--- src/design/cbq_ram.sv ---
// Generic simple dual-port RAM with one write port and one registered read port.
`default_nettype none

module cbq_ram #(
    parameter int WIDTH = 32,
    parameter int DEPTH = 64,
    parameter int AW    = $clog2(DEPTH)
) (
    input  wire logic             i_clk,
    input  wire logic             i_we,
    input  wire logic [AW-1:0]    i_waddr,
    input  wire logic [WIDTH-1:0] i_wdata,
    input  wire logic [AW-1:0]    i_raddr,
    output logic      [WIDTH-1:0] o_rdata
);

    logic [WIDTH-1:0] r_mem [DEPTH];

    // Write port.
    always_ff @(posedge i_clk) begin
        if (i_we) begin
            r_mem[i_waddr] <= i_wdata;
        end
    end

    // Registered read port.
    always_ff @(posedge i_clk) begin
        o_rdata <= r_mem[i_raddr];
    end

endmodule

`default_nettype wire

--- config.mk ---
export PLATFORM = sky130hd
export DESIGN_NAME = cbq_ram
export DESIGN_NICKNAME = d
export VERILOG_FILES = /design/src/design/cbq_ram.sv
export SDC_FILE = /design/constraint.sdc
export NUM_CORES = 2
export LEC_CHECK = 0
export BUFFER_PORTS_ARGS = -buffer_cell sky130_fd_sc_hd__buf_2
export CAP_MARGIN = 20
export CORE_MARGIN = 10
export CORE_UTILIZATION = 50
export CTS_BUF_LIST = sky130_fd_sc_hd__clkbuf_4 sky130_fd_sc_hd__clkbuf_8 sky130_fd_sc_hd__clkbuf_16
export DETAILED_ROUTE_END_ITERATION = 16
export GPL_TIMING_DRIVEN = 0
export PLACE_DENSITY = 0.68
export SLEW_MARGIN = 15
export SYNTH_ARGS = -nofsm -noshare
export SYNTH_HDL_FRONTEND = slang
export SYNTH_SLANG_ARGS = --single-unit
--- constraint.sdc ---
create_clock -name i_clk -period 3.3 [get_ports i_clk]
set_input_delay 0.165 -clock i_clk [delete_from_list [all_inputs] [get_ports i_clk]]
set_output_delay 0.165 -clock i_clk [all_outputs]
set_load 0.1 [all_outputs]
==> impl_metrics.py <==
metrics = {
    "routing": {
        "firstDrtPassIters": 8,
        "num_vias": 40400,
        "initialDrtViolationCount": 7507,
        "totalWireLength_um": 238000,
        "vias_per_cell": 6.72,
        "wl_per_cell_um": 39.6,
        "ant_nets": 0,
        "drc": 0,
    },
    "synthesis": {
        "syn_area_um2": 78500,
        "synth.top_cell.area_share_pct": 78.3,
        "yosysUniqueCellTypes": 34,
        "async_reset_ff_share_pct": 0,
        "syn-instance-count": 3324,
        "synth_edf_count": 2048,
        "yosysSeqAreaShare_pct": 79.1,
        "avgSynthCellArea_um2": 23.6,
        "synthMuxAreaShare_pct": 16.8,
        "synth_ff_type": "edfxtp_1",
        "synth_area_leader_cell": "edfxtp_1",
        "synthTopCellsByArea": "edfxtp_1 (78%), mux4_2 (16%), mux2i_1 (1.2%), dfxtp_1 (0.82%), o22ai_1 (0.67%)",
        "synth_seq_cells": 2080,
        "synth_compound_area_share_pct": 1.67,
        "yosys-top-cells-count": "edfxtp_1 (2048), mux4_2 (544), nor2_1 (137), mux2i_1 (93), o22ai_1 (84)",
        "yosys_warnings": 0,
        "synth-simple-area-share_pct": 1.27,
        "synth_top_family_by_area": "multiplexers",
        "synth.most_common_cell": "edfxtp_1",
        "synth_xor_area_share_pct": 0,
        "syn-num-nets": 3370,
        "synthAdderAreaFrac_pct": 0,
    },
    "critical_path": {
        "crit_path_start": "i_raddr[1]",
        "slowest_delay_ns": 0.76,
        "crit_arrival_ns": 4.21,
        "cp-end-kind": "register",
        "required_ns": 3.96,
        "setup.worst_path.class": "input port to register",
        "path_cells": "buf_2 -> buf_2 -> buf_2 -> clkbuf_1 -> mux4_2 -> o22ai_1 -> nor2_1 -> a21oi_1 -> nor2_1",
        "startpoint_type": "input port",
        "crit_top_cell": "buf_2",
        "r2r_start": "r_mem[15][18]",
        "worstPathMaxFanout": 10,
        "slowest_stage": "a21oi_1",
    },
    "clocking": {
        "numCtsBuffers": 202,
        "worstSkewPairLatency_ns": 0.85,
        "h-tree-depth": 4,
        "cts_root_buffer": "clkbuf_16",
        "cts.sinks": 2080,
        "post-cts-setup-buffers": 0,
        "clk_pin_slew_ns": 0.06,
        "cts_tree": "built",
        "cts_buffer_depth": 3,
    },
    "pwr": {
        "power_mw": 55.5,
        "p_per_area_nw_per_um2": 604,
        "cellLeakagePower_nw": 28.9,
        "vdd_drop_max_mv": 0.614,
    },
    "timing": {
        "drv_slew": 0,
        "hold_viol": 0,
        "post-route-period-util_pct": 107,
        "max_freq_ghz": 0.282,
        "period_needed_ns": 3.54,
        "setup_viol": 15,
        "fin_hold_ws_ns": 0.127,
        "fin_skew_ns": 0.0352,
        "rsz0062_at_grt": "no",
        "finalWorstSetupSlack_ns": -0.245,
        "slew-limit-headroom_pct": 13.5,
        "worst_pin_slew_ns": 1.30,
    },
    "final_layout": {
        "post-route-cell-area_um2": 92000,
        "fillerInstances": 10646,
        "finalNonFillerCells": 6010,
        "finalNetCount": 3820,
        "drive_gt1_share_pct": 31.9,
        "area_growth_pct": 17.2,
    },
    "global_route": {
        "grtUsageTotal_pct": 27.3,
        "grt_max_degree": 65,
        "grt_use_met1_pct": 36.9,
        "grt_util_met3_pct": 8.89,
        "overflow": 0,
        "busiest_layer": "met2",
        "grt_pass1_wl_um": 324000,
        "grtUsageMet2_pct": 40.4,
        "grt_pass1_vias": 39095,
        "antenna_found_initial": 17,
    },
    "placement": {
        "dp_cells": 5590,
        "post-place-ws_ns": -1.25,
        "gp_congestion": 0.865,
        "hpwlAfterDp_um": 156000,
        "port_buffers": 69,
        "placed_area_um2": 85000,
    },
    "floorplan": {
        "num_rows": 145,
        "die_w_um": 416,
        "core_area_um2": 156000,
        "initial_core_util_pct": 50.3,
        "dieArea_um2": 173000,
        "die_h_um": 416,
        "ios": 78,
    },
    "outcome": {
        "violations": "negative setup slack",
        "outcome": "finished with violations",
    },
    "hold_path": {
        "worstHoldStart": "i_wdata[30]",
        "hp-class": "input port to register",
    },
    "flow_run": {
        "drv_cap": 0,
    },
}
## where the power goes
part           switching [mW]  internal [mW]
Clock                    9.92           12.8
Sequential             0.0549           29.2
Combinational            2.45           1.07
Total                    12.4           43.1
## layout make-up
type | instances | area [µm²] | share of cell area, %
Clock inverter | 106 | 851 | 0.925
Timing Repair Buffer | 246 | 3860 | 4.19
Clock buffer | 265 | 5650 | 6.15
Multi-Input combinational cell | 1062 | 16000 | 17.4
Tap cell | 2058 | 2570 | 2.80
Buffer | 182 | 903 | 0.982
Sequential cell | 2080 | 62100 | 67.5
Antenna cell | 11 | 27.5 | 0.0299
## state kept, by name (all words and copies together), names as in the netlist
name     flops
o_rdata     32
r_mem     2048
## critical path: cells and delay by family
family,cells,cell delay [ns]
buffers and inverters,4,2.26
and+or+nand+nor,2,0.38
muxes,1,0.42
AOI/OAI and AO/OA,2,0.90
## what timing repair did
| item | in CTS | in global routing |
|---|---|---|
| hold buffers | 13 | 18 |
| resized for setup | 11 | 2 |
| endpoints found under the setup margin | 13 | 2 |
| endpoints found under the hold margin | 618 | 1072 |
## routing by layer
| layer | up-vias | routed length [µm] |
|---|---|---|
| li1 | 15209 | - |
| met1 | 21306 | 84100 |
| met2 | 3315 | 107000 |
| met3 | 568 | 33500 |
| met4 | 2 | 13200 |
| met5 | - | 13 |
## cell usage in the layout, fill, tap and decap left out, types with 4 or more instances in the layout
cell	count
a22oi_1	12
and3_1	4
buf_8	13
clkbuf_16	206
nor2_1	75
o221ai_1	27
buf_6	7
clkinv_8	6
diode_2	11
clkinv_2	38
buf_16	42
dfxtp_1	32
buf_1	17
a21oi_1	59
bufinv_16	9
nor3_1	5
buf_2	110
o22ai_1	84
nand3_1	5
nand3b_1	5
mux4_2	544
buf_12	89
edfxtp_1	2048
clkbuf_2	11
dlygate4sd3_1	31
nand2b_1	8
o32ai_1	4
nand2_1	25
clkbuf_4	50
a41o_1	4
clkbuf_1	64
buf_4	44
clkinv_1	45
nor2b_1	15
mux2i_1	93
a311oi_1	8
nor2_4	62
clkbuf_8	9
## logic make-up (layout without fill, tap and decap cells)
family,Yosys count,in the layout
muxes,637,637
and+or+nand+nor,223,223
other,0,11
AOI/OAI and AO/OA,202,202
buffers and inverters,182,799
DFF,2080,2080
## stage by stage
step	TNS, ns	utilization (%)
4_1_cts	0	58.7
3_5_place_dp	-22.18	54.4
2_1_floorplan	0	-
3_3_place_gp	-3710.57	52.1
6_report	-1.26	58.9
5_1_grt	0	58.9
## worst paths after layout
kind	end	slack [ns]	cells after the start
max	o_rdata[2]	-0.24	9
min reg2reg	o_rdata[8]	0.90	4
max reg2reg	o_rdata[18]	0.65	4
min	r_mem[25][30]	0.13	1
No activity file was read; power rests on OpenSTA's default activity.
