--- src/design/cbq_pkg.sv ---
// Shared types, constants and helper functions for the cascaded biquad filter.
`default_nettype none

package cbq_pkg;

    // Number formats and sizes.
    localparam int SAMPLE_W     = 24;
    localparam int COEF_W       = 32;
    localparam int MAX_SECTIONS = 16;
    localparam int NUM_COEFS    = 5;
    localparam int HIST_PER_SEC = 4;
    localparam int COEF_DEPTH   = NUM_COEFS * MAX_SECTIONS;
    localparam int HIST_DEPTH   = HIST_PER_SEC * MAX_SECTIONS;
    localparam int COEF_AW      = $clog2(COEF_DEPTH);
    localparam int HIST_AW      = $clog2(HIST_DEPTH);
    localparam int SEC_W        = $clog2(MAX_SECTIONS);
    localparam int SEC_IDX_W    = 4;
    localparam int SEL_W        = 3;
    localparam int CNT_W        = 5;
    localparam int PROD_W       = SAMPLE_W + COEF_W;
    localparam int ACC_W        = PROD_W + 3;
    localparam int FRAC_SHIFT   = COEF_W - 2;

    // Input stream packing, lowest bit first.
    localparam int IN_SAMPLE_LSB = 0;
    localparam int IN_SEC_LSB    = IN_SAMPLE_LSB + SAMPLE_W;
    localparam int IN_SEL_LSB    = IN_SEC_LSB + SEC_IDX_W;
    localparam int IN_COEF_LSB   = IN_SEL_LSB + SEL_W;
    localparam int IN_FIELDS_W   = IN_COEF_LSB + COEF_W;
    localparam int IN_DATA_W     = ((IN_FIELDS_W + 7) / 8) * 8;
    localparam int OUT_DATA_W    = ((SAMPLE_W + 7) / 8) * 8;

    // Configuration port.
    localparam int APB_DATA_W = 32;
    localparam int APB_ADDR_W = 3;
    localparam logic [APB_ADDR_W-1:0] ADDR_SECTION_COUNT = 3'd0;

    // Commands carried in tuser.
    localparam logic CMD_FILTER = 1'b0;
    localparam logic CMD_LOAD   = 1'b1;

    // Coefficient selects.
    localparam logic [SEL_W-1:0] SEL_B0 = 3'd0;
    localparam logic [SEL_W-1:0] SEL_B1 = 3'd1;
    localparam logic [SEL_W-1:0] SEL_B2 = 3'd2;
    localparam logic [SEL_W-1:0] SEL_A1 = 3'd3;
    localparam logic [SEL_W-1:0] SEL_A2 = 3'd4;

    // Control of the shared multiply-accumulate unit.
    typedef struct packed {
        logic load;
        logic accum;
        logic sub;
    } t_mac_ctrl;

    // Round half up, drop the fraction bits and saturate to the sample width.
    function automatic logic signed [SAMPLE_W-1:0] round_sat(
        input logic signed [ACC_W-1:0] acc
    );
        logic signed [ACC_W-1:0] rounded;
        logic signed [ACC_W-1:0] shifted;
        logic signed [ACC_W-1:0] hi;
        logic signed [ACC_W-1:0] lo;
        rounded = acc + (ACC_W'(1) <<< (FRAC_SHIFT - 1));
        shifted = rounded >>> FRAC_SHIFT;
        hi = ACC_W'((64'sd1 <<< (SAMPLE_W - 1)) - 64'sd1);
        lo = -hi - ACC_W'(1);
        if (shifted > hi) begin
            round_sat = hi[SAMPLE_W-1:0];
        end else if (shifted < lo) begin
            round_sat = lo[SAMPLE_W-1:0];
        end else begin
            round_sat = shifted[SAMPLE_W-1:0];
        end
    endfunction

endpackage

`default_nettype wire

--- src/design/cbq_mac.sv ---
// Shared multiply-accumulate unit with registered product, accumulator and output rounding.
`default_nettype none

module cbq_mac
    import cbq_pkg::*;
(
    input  wire logic                       i_clk,
    input  wire logic signed [COEF_W-1:0]   i_coef,
    input  wire logic signed [SAMPLE_W-1:0] i_samp,
    input  wire t_mac_ctrl                  i_ctrl,
    output logic signed [SAMPLE_W-1:0]      o_y
);

    logic signed [PROD_W-1:0] r_prod;
    logic signed [PROD_W-1:0] n_prod;
    logic signed [ACC_W-1:0]  r_acc;
    logic signed [ACC_W-1:0]  n_acc;
    logic signed [ACC_W-1:0]  prod_ext;

    // One product per cycle, registered before it is summed.
    assign n_prod   = i_coef * i_samp;
    assign prod_ext = ACC_W'(r_prod);

    // Accumulate: the first term loads, feedback terms subtract.
    always_comb begin
        n_acc = r_acc;
        if (i_ctrl.load) begin
            n_acc = prod_ext;
        end else if (i_ctrl.accum) begin
            if (i_ctrl.sub) begin
                n_acc = r_acc - prod_ext;
            end else begin
                n_acc = r_acc + prod_ext;
            end
        end
    end

    always_ff @(posedge i_clk) begin
        r_prod <= n_prod;
        r_acc  <= n_acc;
    end

    // Section output, rounded and saturated.
    assign o_y = round_sat(r_acc);

endmodule

`default_nettype wire
--- config.mk ---
export PLATFORM = sky130hd
export DESIGN_NAME = cbq_mac
export DESIGN_NICKNAME = d
export VERILOG_FILES = /design/src/design/cbq_pkg.sv /design/src/design/cbq_mac.sv
export SDC_FILE = /design/constraint.sdc
export NUM_CORES = 2
export LEC_CHECK = 0
export BUFFER_PORTS_ARGS = -buffer_cell sky130_fd_sc_hd__buf_2
export CAP_MARGIN = 10
export CORE_ASPECT_RATIO = 0.5
export CORE_MARGIN = 1
export CORE_UTILIZATION = 56
export CTS_BUF_LIST = sky130_fd_sc_hd__clkbuf_4 sky130_fd_sc_hd__clkbuf_8 sky130_fd_sc_hd__clkbuf_16
export DETAILED_ROUTE_END_ITERATION = 10
export PLACE_DENSITY_LB_ADDON = 0.12
export SYNTH_ARGS = -nofsm -noshare
export SYNTH_HDL_FRONTEND = slang
export SYNTH_SLANG_ARGS = --single-unit
export TNS_END_PERCENT = 20
--- constraint.sdc ---
create_clock -name i_clk -period 7.2 [get_ports i_clk]
set_input_delay 0.36 -clock i_clk [delete_from_list [all_inputs] [get_ports i_clk]]
set_output_delay 0.36 -clock i_clk [all_outputs]
set_load 0.05 [all_outputs]
==> flow_metrics.tcl <==
set metrics [dict create \
    dpl-instance-area_sq_um 37500 \
    numPortBuffers 83 \
    rrSetupSlack_ns 1.55 \
    num_vias 26900 \
    grt_use_total_pct 31.3 \
    synthTopCellsByCount "815 x inv_1, 784 x fa_1, 512 x nand2_1" \
    status "finished, final reports clean" \
    synth.largest_area_cell "fa_1" \
    fin_crit_sh_pct 94.7 \
    endpoint_kind "flip-flop" \
    drive_above_1_share_pct 7.68 \
    route.detailed.drc 0 \
    post_cts_buffers 0 \
    core.rowCount 64 \
    die_x_um 357 \
    synth_area_per_cell_sq_um 8.99 \
    dpl.hpwl_um 79700 \
    coreArea_sq_um 61700 \
    firstDrtPassIters 6 \
    synth_fp_nets 4985 \
    wire_per_inst_um 19.5 \
    pre_cts_ws_ns -0.0962 \
    globalplace.congestion 0.965 \
    grt_pass1_wl_um 157000 \
    hold_viol 0 \
    rr_startpoint "r_prod[5]$_DFF_P_" \
    syn-cell-area_sq_um 35300 \
    fmax_mhz 147 \
    clock_skew_ns 0.0133 \
    hp-class "in -> reg" \
    grt_max_degree 100 \
    min_path_cells 3 \
    slew_violations 0 \
    hp-start "i_ctrl[2]" \
    die-area_sq_um 64200 \
    setup_viol 0 \
    cts_buffers 17 \
    criticalPathCategory "in -> reg" \
    drv_cap 0 \
    ant_nets 0 \
    h-tree-depth 4 \
    clk_pin_slew_ns 0.07 \
    min_to "r_acc[2]$_DFFE_PP_" \
    seq_area_frac_synth_pct 8.19 \
    overflow 0 \
    r2r_end "r_acc[57]$_DFFE_PP_" \
    ios 84 \
    synth.area.top_cells "fa_1 44%, inv_1 8.7%, ha_1 7.4%, and2_1 6.6%, nand2_1 5.4%" \
    layout.nets 5075 \
    max_slew_margin_pct 20.9 \
    synth_ff_type "edfxtp_1" \
    worstSetupStartpointType "primary input" \
    grt_pass1_vias 28700 \
    post-route-min-period_ns 6.82 \
    wirelength_um 95000 \
    insertion_delay_ns 0.43 \
    die_h_um 180 \
    cts-root-buf "clkbuf_16" \
    yosys_warnings 0 \
    synth-seq-cells 115 \
    crit_required_ns 7.50 \
    worstPathArrival_ns 7.12 \
    reg2reg_depth 19 \
    yosysTopAreaCellShare_pct 44.4 \
    cts.sinks 115 \
    rsz0062_at_grt "no" \
    fin_hold_ws_ns 0.377 \
    synth_edf_count 59 \
    fin_util_pct 61.8 \
    cts_tree "yes" \
    cts_max_path_buffers 2 \
    initial_core_util_pct 57.2 \
    yosysMostFrequentCell "inv_1" \
    postSynthCellCount 3931 \
    path_max_fanout 23 \
    fin_area_sq_um 38100 \
    area_growth_pct 7.95 \
    drtIter0Drc 2051 \
    antenna_found_initial 1 \
    routed_via_density 5.54 \
    finalWorstSetupSlack_ns 0.381 \
    yosysUniqueCellTypes 74 \
    synth-async-reset-ratio_pct 0 \
    worstMarginPinSlew_ns 1.18 \
]
==> final cells by class <==
cell class / count / area (sq um)
Multi-Input combinational cell: 2821 / 28700
Fill cell: 5361 / 23600
Inverter: 816 / 3060
Sequential cell: 115 / 2890
Timing Repair Buffer: 250 / 1870
Tap cell: 825 / 1030
Clock buffer: 20 / 472
Clock inverter: 12 / 116
Antenna cell: 1 / 2.50
==> registers in the layout, summed over array words and instances, names as in the netlist <==
signal / cells
r_prod: 56
r_acc: 59
==> per-stage QoR <==
stage                     setup TNS, ns  std cells
after detailed placement         -0.223       4827
after floorplan                       0       3931
after global routing                  0       4859
after CTS                             0       4859
after global placement                0       4827
final                                 0       4860
==> timing repair <==
| item | in CTS | in global routing |
|---|---|---|
| setup endpoints to repair | 0 | 1 |
| hold endpoints to repair | 0 | 0 |
| gates resized for setup | 0 | 4 |
| hold buffers | 0 | 0 |
==> layer usage <==
metal | vias to the layer above | GRT usage [%] | part of all wire (%) | wire length [um]
li1 | 12100 | - | - | -
met1 | 13600 | 46.2 | 45 | 42800
met2 | 1037 | 46.6 | 43 | 40500
met3 | 143 | 7.46 | 10 | 9470
met4 | 0 | 7.68 | 2.4 | 2270
met5 | - | 0 | 0 | 0
==> logic make-up (layout without fill, tap and decap cells) <==
kind of cell	Yosys count	in the layout	synth area share (%)
compound gates	474	474	8.31
other cells	0	1	0
mux	5	5	0.152
simple gates	1158	1158	16.2
fa+ha+maj	994	994	51.8
xor+xnor	190	190	4.71
flops	115	115	8.19
buf+inv	995	1098	10.6
==> cell usage in the layout, fill, tap and decap left out, types with 5 or more instances in the layout <==
cell type / Yosys / final
o211ai_1: 7 / 7
a31oi_1: 16 / 16
dfxtp_1: 56 / 56
xnor2_1: 134 / 134
and2_1: 375 / 375
o21a_1: 13 / 13
a31o_2: 7 / 7
o21ai_0: 124 / 124
nand4_1: 16 / 16
nor3_1: 27 / 27
a211oi_1: 11 / 11
o21bai_1: 18 / 18
inv_1: 815 / 815
nand2b_1: 17 / 17
nor2b_1: 9 / 9
nand2_1: 512 / 512
a21o_1: 77 / 77
nand3_1: 33 / 33
o21ai_1: 8 / 8
ha_1: 210 / 210
buf_4: 1 / 153
buf_12: 0 / 15
nor4_1: 5 / 5
nor2_1: 107 / 107
or3_1: 6 / 6
a21oi_1: 142 / 142
xor2_1: 56 / 56
buf_2: 4 / 79
edfxtp_1: 59 / 59
fa_1: 784 / 784
clkbuf_16: 0 / 18
and3_1: 23 / 23
o31ai_1: 9 / 9
==> critical path, cell delays in order <==
cell and delay [ns]:
buf_2 0.43, buf_4 0.28, and2_1 0.17, fa_1 0.42, fa_1 0.51, inv_1 0.05, fa_1 0.47, inv_1 0.05
fa_1 0.48, ha_1 0.32, fa_1 0.48, inv_1 0.05, fa_1 0.47, inv_1 0.04, ha_1 0.28, a21o_1 0.19
a21o_1 0.17, a21oi_1 0.20, o21ai_0 0.11, a21oi_1 0.31, o21a_1 0.22, o21ai_1 0.10, a21oi_1 0.16, buf_4 0.14
o211ai_1 0.10, a2111oi_1 0.44, a311oi_1 0.09
==> worst max path at each step <==
| stage | start | slack (ns) | depth (start not counted) | end |
|---|---|---|---|---|
| after CTS | i_samp[10] | 0.34 | 25 | r_prod[55]$_DFF_P_ |
| after detailed placement | i_samp[10] | -0.1 | 25 | r_prod[55]$_DFF_P_ |
| after global placement | i_samp[6] | 0.05 | 26 | r_prod[52]$_DFF_P_ |
| final | i_samp[6] | 0.38 | 27 | r_prod[55]$_DFF_P_ |
| after floorplan | i_coef[19] | 0.39 | 26 | r_prod[55]$_DFF_P_ |
| after global routing | i_samp[6] | 0.009 | 26 | r_prod[55]$_DFF_P_ |
Power is left out: the tool's default activity adds up to more than one toggle a clock period on the data nets, which glitch-free logic cannot reach.
